### src/sv/id3p_pkg.sv
// shared types, constants and helper functions for the id3v2 text frame parser
`default_nettype none

package id3p_pkg;

    // parser phases, one-hot coded
    typedef enum logic [5:0] {
        PH_ID      = 6'b000001,
        PH_SKIP    = 6'b000010,
        PH_SIZE    = 6'b000100,
        PH_FHDR    = 6'b001000,
        PH_PAYLOAD = 6'b010000,
        PH_DONE    = 6'b100000
    } phase_t;

    typedef logic [1:0] kind_t;
    typedef logic [2:0] field_t;

    // result kinds
    localparam kind_t KIND_TEXT      = 2'd0;
    localparam kind_t KIND_FIELD_END = 2'd1;
    localparam kind_t KIND_TAG_DONE  = 2'd2;
    localparam kind_t KIND_NO_HEADER = 2'd3;

    // text fields
    localparam field_t FIELD_TITLE    = 3'd0;
    localparam field_t FIELD_ARTIST   = 3'd1;
    localparam field_t FIELD_ALBUM    = 3'd2;
    localparam field_t FIELD_YEAR     = 3'd3;
    localparam field_t FIELD_GENRE    = 3'd4;
    localparam field_t FIELD_COMPOSER = 3'd5;
    localparam field_t NO_FIELD       = 3'd6;

    localparam logic [7:0] SYNCSAFE_MASK = 8'h7f;

    // byte counts of the fixed header parts
    localparam logic [3:0] MARKER_BYTES    = 4'd3;
    localparam logic [3:0] SKIP_BYTES      = 4'd3;
    localparam logic [3:0] SIZE_BYTES      = 4'd4;
    localparam logic [3:0] FRAME_ID_BYTES  = 4'd4;
    localparam logic [3:0] FRAME_LEN_END   = 4'd8;
    localparam logic [3:0] FRAME_HDR_BYTES = 4'd10;

    // frame ids of the text frames
    localparam logic [31:0] ID_TIT2 = 32'h5449_5432;
    localparam logic [31:0] ID_TPE1 = 32'h5450_4531;
    localparam logic [31:0] ID_TALB = 32'h5441_4c42;
    localparam logic [31:0] ID_TYER = 32'h5459_4552;
    localparam logic [31:0] ID_TCON = 32'h5443_4f4e;
    localparam logic [31:0] ID_TCOM = 32'h5443_4f4d;

    // one result request
    typedef struct packed {
        kind_t      kind;
        field_t     field;
        logic [7:0] text_byte;
        logic       last;
    } result_t;

    // expected byte of the "ID3" marker at a given position
    function automatic logic [7:0] marker_byte(input logic [1:0] pos);
        logic [7:0] value;
        unique case (pos)
            2'd0:    value = 8'h49;
            2'd1:    value = 8'h44;
            2'd2:    value = 8'h33;
            default: value = 8'h00;
        endcase
        return value;
    endfunction

    // map a frame id to its text field, or none
    function automatic field_t match_field(input logic [31:0] id);
        field_t fld;
        fld = NO_FIELD;
        if (id == ID_TIT2) fld = FIELD_TITLE;
        if (id == ID_TPE1) fld = FIELD_ARTIST;
        if (id == ID_TALB) fld = FIELD_ALBUM;
        if (id == ID_TYER) fld = FIELD_YEAR;
        if (id == ID_TCON) fld = FIELD_GENRE;
        if (id == ID_TCOM) fld = FIELD_COMPOSER;
        return fld;
    endfunction

endpackage

`default_nettype wire

### src/sv/id3p_byte_if.sv
// byte stream channel: file bytes with a start of file mark
`default_nettype none

interface id3p_byte_if;
    logic       valid;
    logic       ready;
    logic       start_of_file;
    logic [7:0] data_byte;

    modport source (output valid, output start_of_file, output data_byte, input ready);
    modport sink   (input valid, input start_of_file, input data_byte, output ready);
endinterface

`default_nettype wire

### src/sv/id3p_text_if.sv
// text result channel: text bytes and field and tag events
`default_nettype none

interface id3p_text_if;
    import id3p_pkg::*;

    logic       valid;
    logic       ready;
    kind_t      kind;
    field_t     field;
    logic [7:0] text_byte;
    logic       last;

    modport source (output valid, output kind, output field, output text_byte,
                    output last, input ready);
    modport sink   (input valid, input kind, input field, input text_byte,
                    input last, output ready);
endinterface

`default_nettype wire

### src/sv/id3v2_text_frame_parser_core.sv
// id3v2 tag parser top level: walks the tag header and frames, emits text of six text frames
//
// Takes one file byte per cycle on byte_stream and gives at most one result per byte on
// text_stream. Each accepted byte updates the parser state in the same cycle, and its
// result (if any) sits in the output register from the next cycle on. byte_stream.ready
// drops only while a result waits in the output register and text_stream.ready is low;
// any byte stalls then, even one that would cause no result. start_of_file restarts the
// parser on that byte. Results: text bytes of title, artist, album, year, genre and
// composer frames, a field end mark at a zero byte or on an empty frame, tag done, or a
// missing ID3 header. After tag done or a missing header, bytes are taken and dropped
// until the next file.
`default_nettype none

module id3v2_text_frame_parser_core (
    input  wire           clk,
    input  wire           rst_n,
    id3p_byte_if.sink     byte_stream,
    id3p_text_if.source   text_stream
);
    import id3p_pkg::*;

    // parser state
    phase_t        phase_reg,          phase_next;
    logic [3:0]    count_reg,          count_next;
    logic [27:0]   tag_length_reg,     tag_length_next;
    logic [33:0]   consumed_reg,       consumed_next;
    logic [31:0]   frame_id_reg,       frame_id_next;
    logic [31:0]   frame_length_reg,   frame_length_next;
    logic [31:0]   remaining_reg,      remaining_next;
    field_t        selected_reg,       selected_next;
    logic          text_ended_reg,     text_ended_next;

    // output register
    logic          out_valid_reg,      out_valid_next;
    result_t       out_data_reg;

    // values seen by this byte, after an optional restart
    phase_t        cur_phase;
    logic [3:0]    cur_count;
    logic [27:0]   cur_tag_length;
    logic [33:0]   cur_consumed;
    logic [31:0]   cur_frame_id;
    logic [31:0]   cur_frame_length;
    logic [31:0]   cur_remaining;
    field_t        cur_selected;
    logic          cur_text_ended;

    logic          accept;
    logic          res_valid;
    result_t       res;
    logic [7:0]    b;
    logic [3:0]    count_inc;
    field_t        hdr_field;
    logic          frame_end;

    assign b      = byte_stream.data_byte;
    assign accept = byte_stream.valid && byte_stream.ready;

    // take a new byte unless a result is held and stalled
    assign byte_stream.ready = !out_valid_reg || text_stream.ready;

    // restart view of the state
    always_comb
    begin
        if (byte_stream.start_of_file)
        begin
            cur_phase        = PH_ID;
            cur_count        = '0;
            cur_tag_length   = '0;
            cur_consumed     = '0;
            cur_frame_id     = '0;
            cur_frame_length = '0;
            cur_remaining    = '0;
            cur_selected     = NO_FIELD;
            cur_text_ended   = 1'b0;
        end
        else
        begin
            cur_phase        = phase_reg;
            cur_count        = count_reg;
            cur_tag_length   = tag_length_reg;
            cur_consumed     = consumed_reg;
            cur_frame_id     = frame_id_reg;
            cur_frame_length = frame_length_reg;
            cur_remaining    = remaining_reg;
            cur_selected     = selected_reg;
            cur_text_ended   = text_ended_reg;
        end
    end

    assign count_inc = cur_count + 4'd1;
    assign hdr_field = match_field(cur_frame_id);
    assign frame_end = (cur_remaining == 32'd1);

    // per-byte parser step
    always_comb
    begin
        phase_next        = phase_reg;
        count_next        = count_reg;
        tag_length_next   = tag_length_reg;
        consumed_next     = consumed_reg;
        frame_id_next     = frame_id_reg;
        frame_length_next = frame_length_reg;
        remaining_next    = remaining_reg;
        selected_next     = selected_reg;
        text_ended_next   = text_ended_reg;
        res_valid         = 1'b0;
        res               = '0;

        if (accept)
        begin
            phase_next        = cur_phase;
            count_next        = cur_count;
            tag_length_next   = cur_tag_length;
            consumed_next     = cur_consumed;
            frame_id_next     = cur_frame_id;
            frame_length_next = cur_frame_length;
            remaining_next    = cur_remaining;
            selected_next     = cur_selected;
            text_ended_next   = cur_text_ended;

            unique case (cur_phase)
                // "ID3" marker check
                PH_ID:
                begin
                    if (b != marker_byte(cur_count[1:0]))
                    begin
                        phase_next = PH_DONE;
                        res_valid  = 1'b1;
                        res.kind   = KIND_NO_HEADER;
                    end
                    else if (count_inc >= MARKER_BYTES)
                    begin
                        phase_next = PH_SKIP;
                        count_next = '0;
                    end
                    else
                    begin
                        count_next = count_inc;
                    end
                end

                // version and flag bytes
                PH_SKIP:
                begin
                    if (count_inc >= SKIP_BYTES)
                    begin
                        phase_next = PH_SIZE;
                        count_next = '0;
                    end
                    else
                    begin
                        count_next = count_inc;
                    end
                end

                // syncsafe tag size
                PH_SIZE:
                begin
                    tag_length_next = {cur_tag_length[20:0], b[6:0] & SYNCSAFE_MASK[6:0]};
                    if (count_inc >= SIZE_BYTES)
                    begin
                        phase_next    = PH_FHDR;
                        count_next    = '0;
                        consumed_next = '0;
                    end
                    else
                    begin
                        count_next = count_inc;
                    end
                end

                // frame header bytes
                PH_FHDR:
                begin
                    if (cur_count == 4'd0 &&
                        (cur_consumed >= {6'd0, cur_tag_length} || b == 8'd0))
                    begin
                        phase_next = PH_DONE;
                        res_valid  = 1'b1;
                        res.kind   = KIND_TAG_DONE;
                    end
                    else
                    begin
                        if (cur_count < FRAME_ID_BYTES)
                            frame_id_next = {cur_frame_id[23:0], b};
                        else if (cur_count < FRAME_LEN_END)
                            frame_length_next = {cur_frame_length[23:0], b};

                        if (count_inc >= FRAME_HDR_BYTES)
                        begin
                            selected_next   = hdr_field;
                            text_ended_next = 1'b0;
                            remaining_next  = cur_frame_length;
                            consumed_next   = cur_consumed + {30'd0, FRAME_HDR_BYTES}
                                              + {2'd0, cur_frame_length};
                            count_next      = '0;
                            if (cur_frame_length == 32'd0)
                            begin
                                phase_next = PH_FHDR;
                                if (hdr_field < NO_FIELD)
                                begin
                                    res_valid = 1'b1;
                                    res.kind  = KIND_FIELD_END;
                                    res.field = hdr_field;
                                end
                            end
                            else
                            begin
                                phase_next = PH_PAYLOAD;
                            end
                        end
                        else
                        begin
                            count_next = count_inc;
                        end
                    end
                end

                // frame payload: encoding byte, then text
                PH_PAYLOAD:
                begin
                    remaining_next = cur_remaining - 32'd1;
                    count_next     = 4'd1;
                    if (cur_selected < NO_FIELD && !cur_text_ended)
                    begin
                        if (cur_count == 4'd0)
                        begin
                            if (frame_end)
                            begin
                                text_ended_next = 1'b1;
                                res_valid       = 1'b1;
                                res.kind        = KIND_FIELD_END;
                                res.field       = cur_selected;
                            end
                        end
                        else if (b == 8'd0)
                        begin
                            text_ended_next = 1'b1;
                            res_valid       = 1'b1;
                            res.kind        = KIND_FIELD_END;
                            res.field       = cur_selected;
                        end
                        else
                        begin
                            res_valid     = 1'b1;
                            res.kind      = KIND_TEXT;
                            res.field     = cur_selected;
                            res.text_byte = b;
                            res.last      = frame_end;
                        end
                    end
                    if (frame_end)
                    begin
                        phase_next = PH_FHDR;
                        count_next = '0;
                    end
                end

                PH_DONE:
                begin
                    phase_next = PH_DONE;
                end

                default:
                begin
                    phase_next = PH_DONE;
                end
            endcase
        end
    end

    // output register handshake
    always_comb
    begin
        if (accept && res_valid)
            out_valid_next = 1'b1;
        else if (text_stream.ready)
            out_valid_next = 1'b0;
        else
            out_valid_next = out_valid_reg;
    end

    // state registers
    always_ff @(posedge clk or negedge rst_n)
    begin
        if (!rst_n)
        begin
            phase_reg        <= PH_ID;
            count_reg        <= '0;
            tag_length_reg   <= '0;
            consumed_reg     <= '0;
            frame_id_reg     <= '0;
            frame_length_reg <= '0;
            remaining_reg    <= '0;
            selected_reg     <= NO_FIELD;
            text_ended_reg   <= 1'b0;
            out_valid_reg    <= 1'b0;
        end
        else
        begin
            phase_reg        <= phase_next;
            count_reg        <= count_next;
            tag_length_reg   <= tag_length_next;
            consumed_reg     <= consumed_next;
            frame_id_reg     <= frame_id_next;
            frame_length_reg <= frame_length_next;
            remaining_reg    <= remaining_next;
            selected_reg     <= selected_next;
            text_ended_reg   <= text_ended_next;
            out_valid_reg    <= out_valid_next;
        end
    end

    // result payload register
    always_ff @(posedge clk)
    begin
        if (accept && res_valid)
            out_data_reg <= res;
    end

    assign text_stream.valid     = out_valid_reg;
    assign text_stream.kind      = out_data_reg.kind;
    assign text_stream.field     = out_data_reg.field;
    assign text_stream.text_byte = out_data_reg.text_byte;
    assign text_stream.last      = out_data_reg.last;

    // a tag done or missing header request leaves the parser finished
    assert property (@(posedge clk) disable iff (!rst_n)
        (accept && res_valid &&
         (res.kind == KIND_TAG_DONE || res.kind == KIND_NO_HEADER))
        |=> phase_reg == PH_DONE)
    else $error("parser not finished after tag end request");

    // payload walk never runs with nothing left
    assert property (@(posedge clk) disable iff (!rst_n)
        phase_reg == PH_PAYLOAD |-> remaining_reg != 32'd0)
    else $error("payload phase with zero bytes remaining");

    // last flag only marks text bytes
    assert property (@(posedge clk) disable iff (!rst_n)
        (out_valid_reg && out_data_reg.last) |-> out_data_reg.kind == KIND_TEXT)
    else $error("last flag on a non-text request");

    // a result cannot be overwritten while stalled
    assert property (@(posedge clk) disable iff (!rst_n)
        (out_valid_reg && !text_stream.ready) |-> !accept)
    else $error("byte accepted while result stalled");

endmodule

`default_nettype wire

### src/flat_wrapper.sv
// flat-port wrapper written by rule: the top's interface ports become plain ports
module id3v2_text_frame_parser_core_flat import id3p_pkg::*;
  (clk, rst_n, byte_stream_valid, byte_stream_start_of_file, byte_stream_data_byte, byte_stream_ready, text_stream_valid, text_stream_kind, text_stream_field, text_stream_text_byte, text_stream_last, text_stream_ready);
  id3p_byte_if byte_stream_i ();
  id3p_text_if text_stream_i ();
  input  wire clk;
  input  wire rst_n;
  input wire logic [$bits(byte_stream_i.valid)-1:0] byte_stream_valid;
  input wire logic [$bits(byte_stream_i.start_of_file)-1:0] byte_stream_start_of_file;
  input wire logic [$bits(byte_stream_i.data_byte)-1:0] byte_stream_data_byte;
  output wire logic [$bits(byte_stream_i.ready)-1:0] byte_stream_ready;
  output wire logic [$bits(text_stream_i.valid)-1:0] text_stream_valid;
  output wire logic [$bits(text_stream_i.kind)-1:0] text_stream_kind;
  output wire logic [$bits(text_stream_i.field)-1:0] text_stream_field;
  output wire logic [$bits(text_stream_i.text_byte)-1:0] text_stream_text_byte;
  output wire logic [$bits(text_stream_i.last)-1:0] text_stream_last;
  input wire logic [$bits(text_stream_i.ready)-1:0] text_stream_ready;
  assign byte_stream_i.valid = byte_stream_valid;
  assign byte_stream_i.start_of_file = byte_stream_start_of_file;
  assign byte_stream_i.data_byte = byte_stream_data_byte;
  assign byte_stream_ready = byte_stream_i.ready;
  assign text_stream_valid = text_stream_i.valid;
  assign text_stream_kind = text_stream_i.kind;
  assign text_stream_field = text_stream_i.field;
  assign text_stream_text_byte = text_stream_i.text_byte;
  assign text_stream_last = text_stream_i.last;
  assign text_stream_i.ready = text_stream_ready;
  id3v2_text_frame_parser_core u_core (.clk(clk), .rst_n(rst_n), .byte_stream(byte_stream_i), .text_stream(text_stream_i));
endmodule
### config.mk
export PLATFORM = sky130hd
export DESIGN_NAME = id3v2_text_frame_parser_core_flat
export DESIGN_NICKNAME = d
export VERILOG_FILES = /design/src/sv/id3p_pkg.sv /design/src/sv/id3p_byte_if.sv /design/src/sv/id3p_text_if.sv /design/src/sv/id3v2_text_frame_parser_core.sv /design/src/flat_wrapper.sv
export SDC_FILE = /design/constraint.sdc
export NUM_CORES = 1
export LEC_CHECK = 0
export ABC_AREA = 1
export ABC_CLOCK_PERIOD_IN_PS = 3050
export BUFFER_PORTS_ARGS = -buffer_cell sky130_fd_sc_hd__buf_4
export CAP_MARGIN = 5
export CORE_MARGIN = 2
export CORE_UTILIZATION = 50
export DETAILED_ROUTE_END_ITERATION = 8
export HOLD_SLACK_MARGIN = 0.02
export PLACE_DENSITY = 0.65
export SYNTH_ARGS = -nofsm -noshare
export SYNTH_HDL_FRONTEND = slang
export SYNTH_SLANG_ARGS = --single-unit
export TNS_END_PERCENT = 50
### constraint.sdc
create_clock -name clk -period 3.05 [get_ports clk]
set_clock_uncertainty 0.15 [all_clocks]
set_input_delay 0.305 -clock clk [delete_from_list [all_inputs] [get_ports clk]]
set_output_delay 0.305 -clock clk [all_outputs]
set_load 0.02 [all_outputs]
== After elaboration in Yosys (flattened, before gate mapping) ==
Cells that the tools add are included.
Widths: inputs -> output; s select.
Word-level totals
  output and inout bits: 16
  flip-flop bits (word level): 187
Operators by class
  bitwise logic cells: 3
  muxes and demuxes: 85
  magnitude comparators: 8
  eq/ne operators: 15
  reductions and logical operators: 14
  add/sub/neg operators: 4
Operator list (count)
  $mux 32: 12
  $eq 32x31->1 const B: 6
  $mux 34: 4
  $pmux 34 s2: 1
  $pmux 32 s2: 1
  $mux 28: 2
  $mux 6: 8
  $mux 4: 10
  $add 34x32->34: 1
  $add 34x4->34 const B: 1
  $ge 34x28->1: 1
  $mux 3: 11
  $eq 32x1->1 const B: 1
  $logic_not 32->1: 1
  $sub 32x1->32 const B: 1
  $pmux 6 s5: 1
  $pmux 7 s3: 1
  $pmux 4 s5: 1
  $mux 1: 19
  $mux 9: 2
  $mux 8: 2
  $mux 5: 3
  $mux 14: 1
  $logic_not 8->1: 1
  other kinds (28): 37

== Longest topological paths before layout ==
  word-level depth: 17
  depth in mapped cells: 27
  mapped depth without buffers: 22

== Worst setup path before layout ==
No wires, ideal clock.
  kind: input-to-reg
  start point: input byte_stream_start_of_file
  end point: register u_core.out_data_reg (netlist bit u_core.text_stream.field[0]) (enable)
  library setup time: 361 ps
  cell stages on the path: 24
  setup slack: -768 ps
  data required time: 2539 ps
  arrival: 3307 ps
  cell sequence: buf_6 inv_4 buf_6 buf_6 buf_2 buf_2 buf_1 nand2_1 ha_1 nand2_1 nor2_1 o21ai_0 nor2_1 nor2_1 nand2_1 nand2_1 nand2_1 nand2_1 nand2_1 nand2_1 buf_2 o21ai_0 nand2_1 nand2_1
Between the ends
  longest elaborated chain between the ends: 16
  elaborated cells on any way between the ends: 54
  those cells by class: add/sub (1); order compare (4); eq/ne (13); mux (28); reduce/logical (8)
RTL lines
  start, declared: line flat_wrapper.sv:9  | input wire logic [$bits(byte_stream_i.start_of_file)-1:0] byte_stream_start_of_file;
  $mux 32: line id3v2_text_frame_parser_core.sv:65  | if (byte_stream.start_of_file)
  $eq 32x31->1: line id3p_pkg.sv:76  | if (id == ID_TIT2) fld = FIELD_TITLE;
  $mux 3: line id3p_pkg.sv:76
  $mux 3: line id3p_pkg.sv:77  | if (id == ID_TPE1) fld = FIELD_ARTIST;
  $mux 3: line id3p_pkg.sv:78  | if (id == ID_TALB) fld = FIELD_ALBUM;
  $mux 3: line id3p_pkg.sv:79  | if (id == ID_TYER) fld = FIELD_YEAR;
  $mux 3: line id3p_pkg.sv:80  | if (id == ID_TCON) fld = FIELD_GENRE;
  $mux 3: line id3p_pkg.sv:81  | if (id == ID_TCOM) fld = FIELD_COMPOSER;
  $lt 3x3->1: line id3v2_text_frame_parser_core.sv:201  | if (hdr_field < NO_FIELD)
  $mux 1: line id3v2_text_frame_parser_core.sv:201
  $mux 1: line id3v2_text_frame_parser_core.sv:198  | if (cur_frame_length == 32'd0)
  $mux 1: line id3v2_text_frame_parser_core.sv:190  | if (count_inc >= FRAME_HDR_BYTES)
  $mux 1: line id3v2_text_frame_parser_core.sv:176  | if (cur_count == 4'd0 &&
  $pmux 1 s3 (*): line id3v2_text_frame_parser_core.sv:122  | unique case (cur_phase)
  $mux 1 (*): line id3v2_text_frame_parser_core.sv:110  | if (accept)
  $logic_and 1x1->1 (*): line id3v2_text_frame_parser_core.sv:318  | if (accept && res_valid)
  end signal, assigned: line id3v2_text_frame_parser_core.sv:319  | out_data_reg <= res;
  end, declared: line id3v2_text_frame_parser_core.sv:35  | result_t out_data_reg;
Mark *: on every way between the ends. The rest lies on a longest branch, timed or not. The select of a mux whose other input is x is not followed.
A chain may end at the register's enable or synchronous reset.

== Worst setup path after layout ==
  start point: register u_core.frame_length_reg[9]
  end point: register u_core.consumed_reg[28]
Between the ends
  longest elaborated chain between the ends: 5
RTL lines
  start, declared: line id3v2_text_frame_parser_core.sv:28  | logic [31:0] frame_length_reg, frame_length_next;
  start signal, assigned: line id3v2_text_frame_parser_core.sv:307  | frame_length_reg <= frame_length_next;
  $mux 32: line id3v2_text_frame_parser_core.sv:65
  $add 34x32->34: line id3v2_text_frame_parser_core.sv:196  | + {2'd0, cur_frame_length};
  $mux 34: line id3v2_text_frame_parser_core.sv:190
  $mux 34: line id3v2_text_frame_parser_core.sv:176
  $pmux 34 s2: line id3v2_text_frame_parser_core.sv:122
  end signal, assigned: line id3v2_text_frame_parser_core.sv:305  | consumed_reg <= consumed_next;
  end, declared: line id3v2_text_frame_parser_core.sv:26  | logic [33:0] consumed_reg, consumed_next;
Every way passes these cells.

==> qor.yml <==
initial_utilization: 0.506
largest_register_ffs: 34
avgSynthCellArea_um2: 6.61
slew_headroom: 0.551
worstMarginPinSlew_ns: 0.673
numCtsBuffers: 17
gp_congestion: 0.979
post-route-period-util: 0.966
ys_seq_elements: 187
fin_total_pwr_uw: 7480
startpoint_type: "register"
pwr-share-clk: 0.359
cts_tree: "done"
synth_warnings: 0
yosys.area.top_type_share: 0.276
hold_class: "in2reg"
timing.setup.tns_ns: 0
drtAntennaViolNets: 0
crit_fanout: 4
overflow: 0
seq_power_share: 0.377
die_y_um: 180
leakagePower_uw: 0.00982
hp-start: "byte_stream_data_byte[2]"
rsz0062_at_grt: "true"
path_class: "reg2reg"
synth_cells: 2329
grt_antenna_before_repair: 0
path_clk_slew_ns: 0.08
clock_sinks: 187
first_pass_iters: 6
totalWireLength_um: 51800
r2r_end: "u_core.consumed_reg[28]"
drive_gt1_frac: 0.227
syn_to_final_growth_pct: 27.1
core_area_um2: 30400
grt_pass1_vias: 15948
fp.dieArea_um2: 32200
status: "complete, no violations"
cts_buffer_depth: 2
cp_slowest_cell: "dfrtp_1"
dp_hpwl_um: 38500
wire_per_inst_um: 17.3
yosys.area.top_type: "dfrtp_1"
synth_async_sr_flop_share: 0.925
final_nets: 2703
grt_usage: 0.320
grt_max_degree: 133
crit_buf_inv: 3
comb_power_share: 0.264
synth_edf_count: 14
post-route-min-period_ns: 2.95
dpl-instance-area_um2: 18500
hold_viol: 0
endpoint_kind: "register"
via_per_inst: 5.55
path_cells: "nand2_1 > inv_1 > ha_1 > ha_1 > nand2_1 > nand2_1 > buf_4 > a31oi_4 > a21boi_4 > inv_2 > nand3_1 > nand2_2 > xnor2_1 > nand2_1 > nand2_1 > nand2_1 > nand2_1 > nand2_1"
p_sw_frac: 0.328
clk_latency_ns: 0.48
ir_drop_mv: 0.454
yosys-top-cells-area: "dfrtp_1 28%, nand2_1 15%, ha_1 8.1%"
cp.required_ns: 3.26
drt_iter0_drc: 1624
antennaDiodeCount: 0
crit_top_cell: "nand2_1"
intPower_uw: 5030
hold_path_depth: 3
max_stage_delay_ns: 0.42
io_pins: 29
finalNonFillerCells: 2998
htreeDepth: 4
dp_cells: 2954
yosysUniqueCellTypes: 64
rows: 64
synth-main-ff-cell: "dfrtp_1"
port_buffers: 28
vias: 16644
cts_root_buffer: "clkbuf_16"
holdPathEnd: "u_core.tag_length_reg[2]"
crit_arrival_ns: 3.16
fmax_ghz: 0.339
synth_seq_area_share: 0.309
fill_cells: 2766
path_delay_family: "simple AND/OR/NAND/NOR gates"
maxCapViolCount: 0
synth.cell_area_um2: 15400
design_area_um2: 19600
slew_viol_final: 0
p_per_area_nw_per_um2: 382
setup_viol: 0
synth_nets: 2443
die_x_um: 180
worstReg2RegStart: "u_core.frame_length_reg[9]"
rrSetupSlack_ns: 0.10
p_switching_uw: 2450
drc: 0
grt_pass1_wl_um: 83100
reg2reg_depth: 18
## power groups by stage
stage	logic, uW	clock network [uW]	registers (uW)
floorplan	1190	0	2850
global placement	1870	0	2860
detailed placement	1900	0	2860
CTS	1920	2710	2820
global route	2200	2800	2840
finish	1980	2690	2820
## worst max-delay path by stage
stage	start	end	slack, ns	cells past startpoint
floorplan	byte_stream_start_of_file	u_core.consumed_reg[29]	-0.10	22
global placement	byte_stream_start_of_file	u_core.consumed_reg[27]	-0.40	22
detailed placement	byte_stream_start_of_file	u_core.consumed_reg[27]	-0.40	22
CTS	u_core.frame_length_reg[7]	u_core.consumed_reg[28]	-0.009	18
global route	u_core.frame_length_reg[3]	u_core.consumed_reg[28]	-0.07	21
finish	u_core.frame_length_reg[9]	u_core.consumed_reg[28]	0.10	18
## worst register-to-register path: stages, from the launching register on
cell	delay (ns)
dfrtp_1	0.42
nand2_1	0.08
inv_1	0.10
ha_1	0.31
ha_1	0.35
nand2_1	0.08
nand2_1	0.06
buf_4	0.14
a31oi_4	0.17
a21boi_4	0.30
inv_2	0.08
nand3_1	0.09
nand2_2	0.09
xnor2_1	0.14
nand2_1	0.06
nand2_1	0.06
nand2_1	0.05
nand2_1	0.05
nand2_1	0.05
## logic make-up after synthesis
| logic type | after synthesis | share of synthesized area |
|---|---|---|
| simple gates | 1085 | 0.298 |
| compound gates | 529 | 0.196 |
| buf+inv | 416 | 0.109 |
| flops | 187 | 0.309 |
| fa+ha+maj | 101 | 0.0825 |
| xor+xnor | 11 | 0.00625 |
## metal layers
layer / vias up / GRT usage / wire length (um)
met2: 489 / 0.516 / 24200
met4: 0 / 0.135 / 1940
met1: 7847 / 0.428 / 22900
met5: - / 0 / 0
li1: 8207 / - / -
met3: 101 / 0.0521 / 2850
## metrics by stage
stage | util | hold WS, ns | setup WS, ns
final | 0.643 | 0.0338 | 0.104
after global routing | 0.643 | 0.0406 | -0.0690
after detailed placement | 0.607 | 0.155 | -0.399
after CTS | 0.632 | 0.0201 | -0.00887
after global placement | 0.607 | 0.156 | -0.400
after floorplan | - | -0.141 | -0.103
## layout by cell type (no fill, tap or decap), types with 14 or more instances in the layout
master,synthesis,layout
a21oi_1,139,119
a21oi_2,1,19
buf_4,7,325
clkbuf_16,0,17
dfrtp_1,170,170
edfxtp_1,14,14
ha_1,100,82
ha_4,0,17
inv_1,283,269
inv_2,27,40
nand2_1,600,574
nand2_2,17,39
nand3_1,105,96
nand4_1,25,25
nor2_1,262,230
nor2_2,11,29
nor2_4,1,15
nor3_1,18,15
o211ai_1,27,27
o21ai_0,226,212
o21ai_1,13,19
o22a_1,19,19
o22ai_1,32,32
## synthesized netlist by cell type (4+ instances only)
| library cell | instances |
|---|---|
| a22oi_1 | 13 |
| a21o_1 | 4 |
| a31oi_1 | 14 |
| inv_2 | 27 |
| clkbuf_1 | 48 |
| nor2_1 | 262 |
| buf_2 | 28 |
| xor2_1 | 6 |
| o21ai_0 | 226 |
| a221oi_1 | 4 |
| o22a_1 | 19 |
| buf_6 | 4 |
| xnor2_1 | 5 |
| buf_1 | 15 |
| ha_1 | 100 |
| edfxtp_1 | 14 |
| a21boi_0 | 7 |
| nand2_1 | 600 |
| or2_2 | 7 |
| o21ai_1 | 13 |
| buf_4 | 7 |
| nor4_1 | 13 |
| o22ai_1 | 32 |
| o211ai_1 | 27 |
| dfrtp_1 | 170 |
| nand3_1 | 105 |
| o21bai_1 | 7 |
| nor3_1 | 18 |
| nor2_2 | 11 |
| inv_1 | 283 |
| nand3b_1 | 5 |
| a21oi_1 | 139 |
| nand4_1 | 25 |
| nand2_2 | 17 |
## timing repair
| action | CTS | global route |
|---|---|---|
| buffers inserted | 1 | 5 |
| endpoints found under the setup margin | 6 | 77 |
| hold buffers | 6 | 0 |
| resized for setup | 5 | 78 |
| endpoints found under the hold margin | 58 | 0 |
| pin swaps | 1 | 14 |
## final cells by class
| type | instances | area (um2) | area share |
|---|---|---|---|
| Clock buffer | 19 | 443 | 0.0226 |
| Clock inverter | 13 | 235 | 0.0120 |
| Inverter | 312 | 1180 | 0.0602 |
| Multi-Input combinational cell | 1726 | 9690 | 0.495 |
| Sequential cell | 187 | 4750 | 0.243 |
| Tap cell | 396 | 495 | 0.0253 |
| Timing Repair Buffer | 345 | 2770 | 0.142 |
Note: power is estimated with default switching activity, not from simulation.
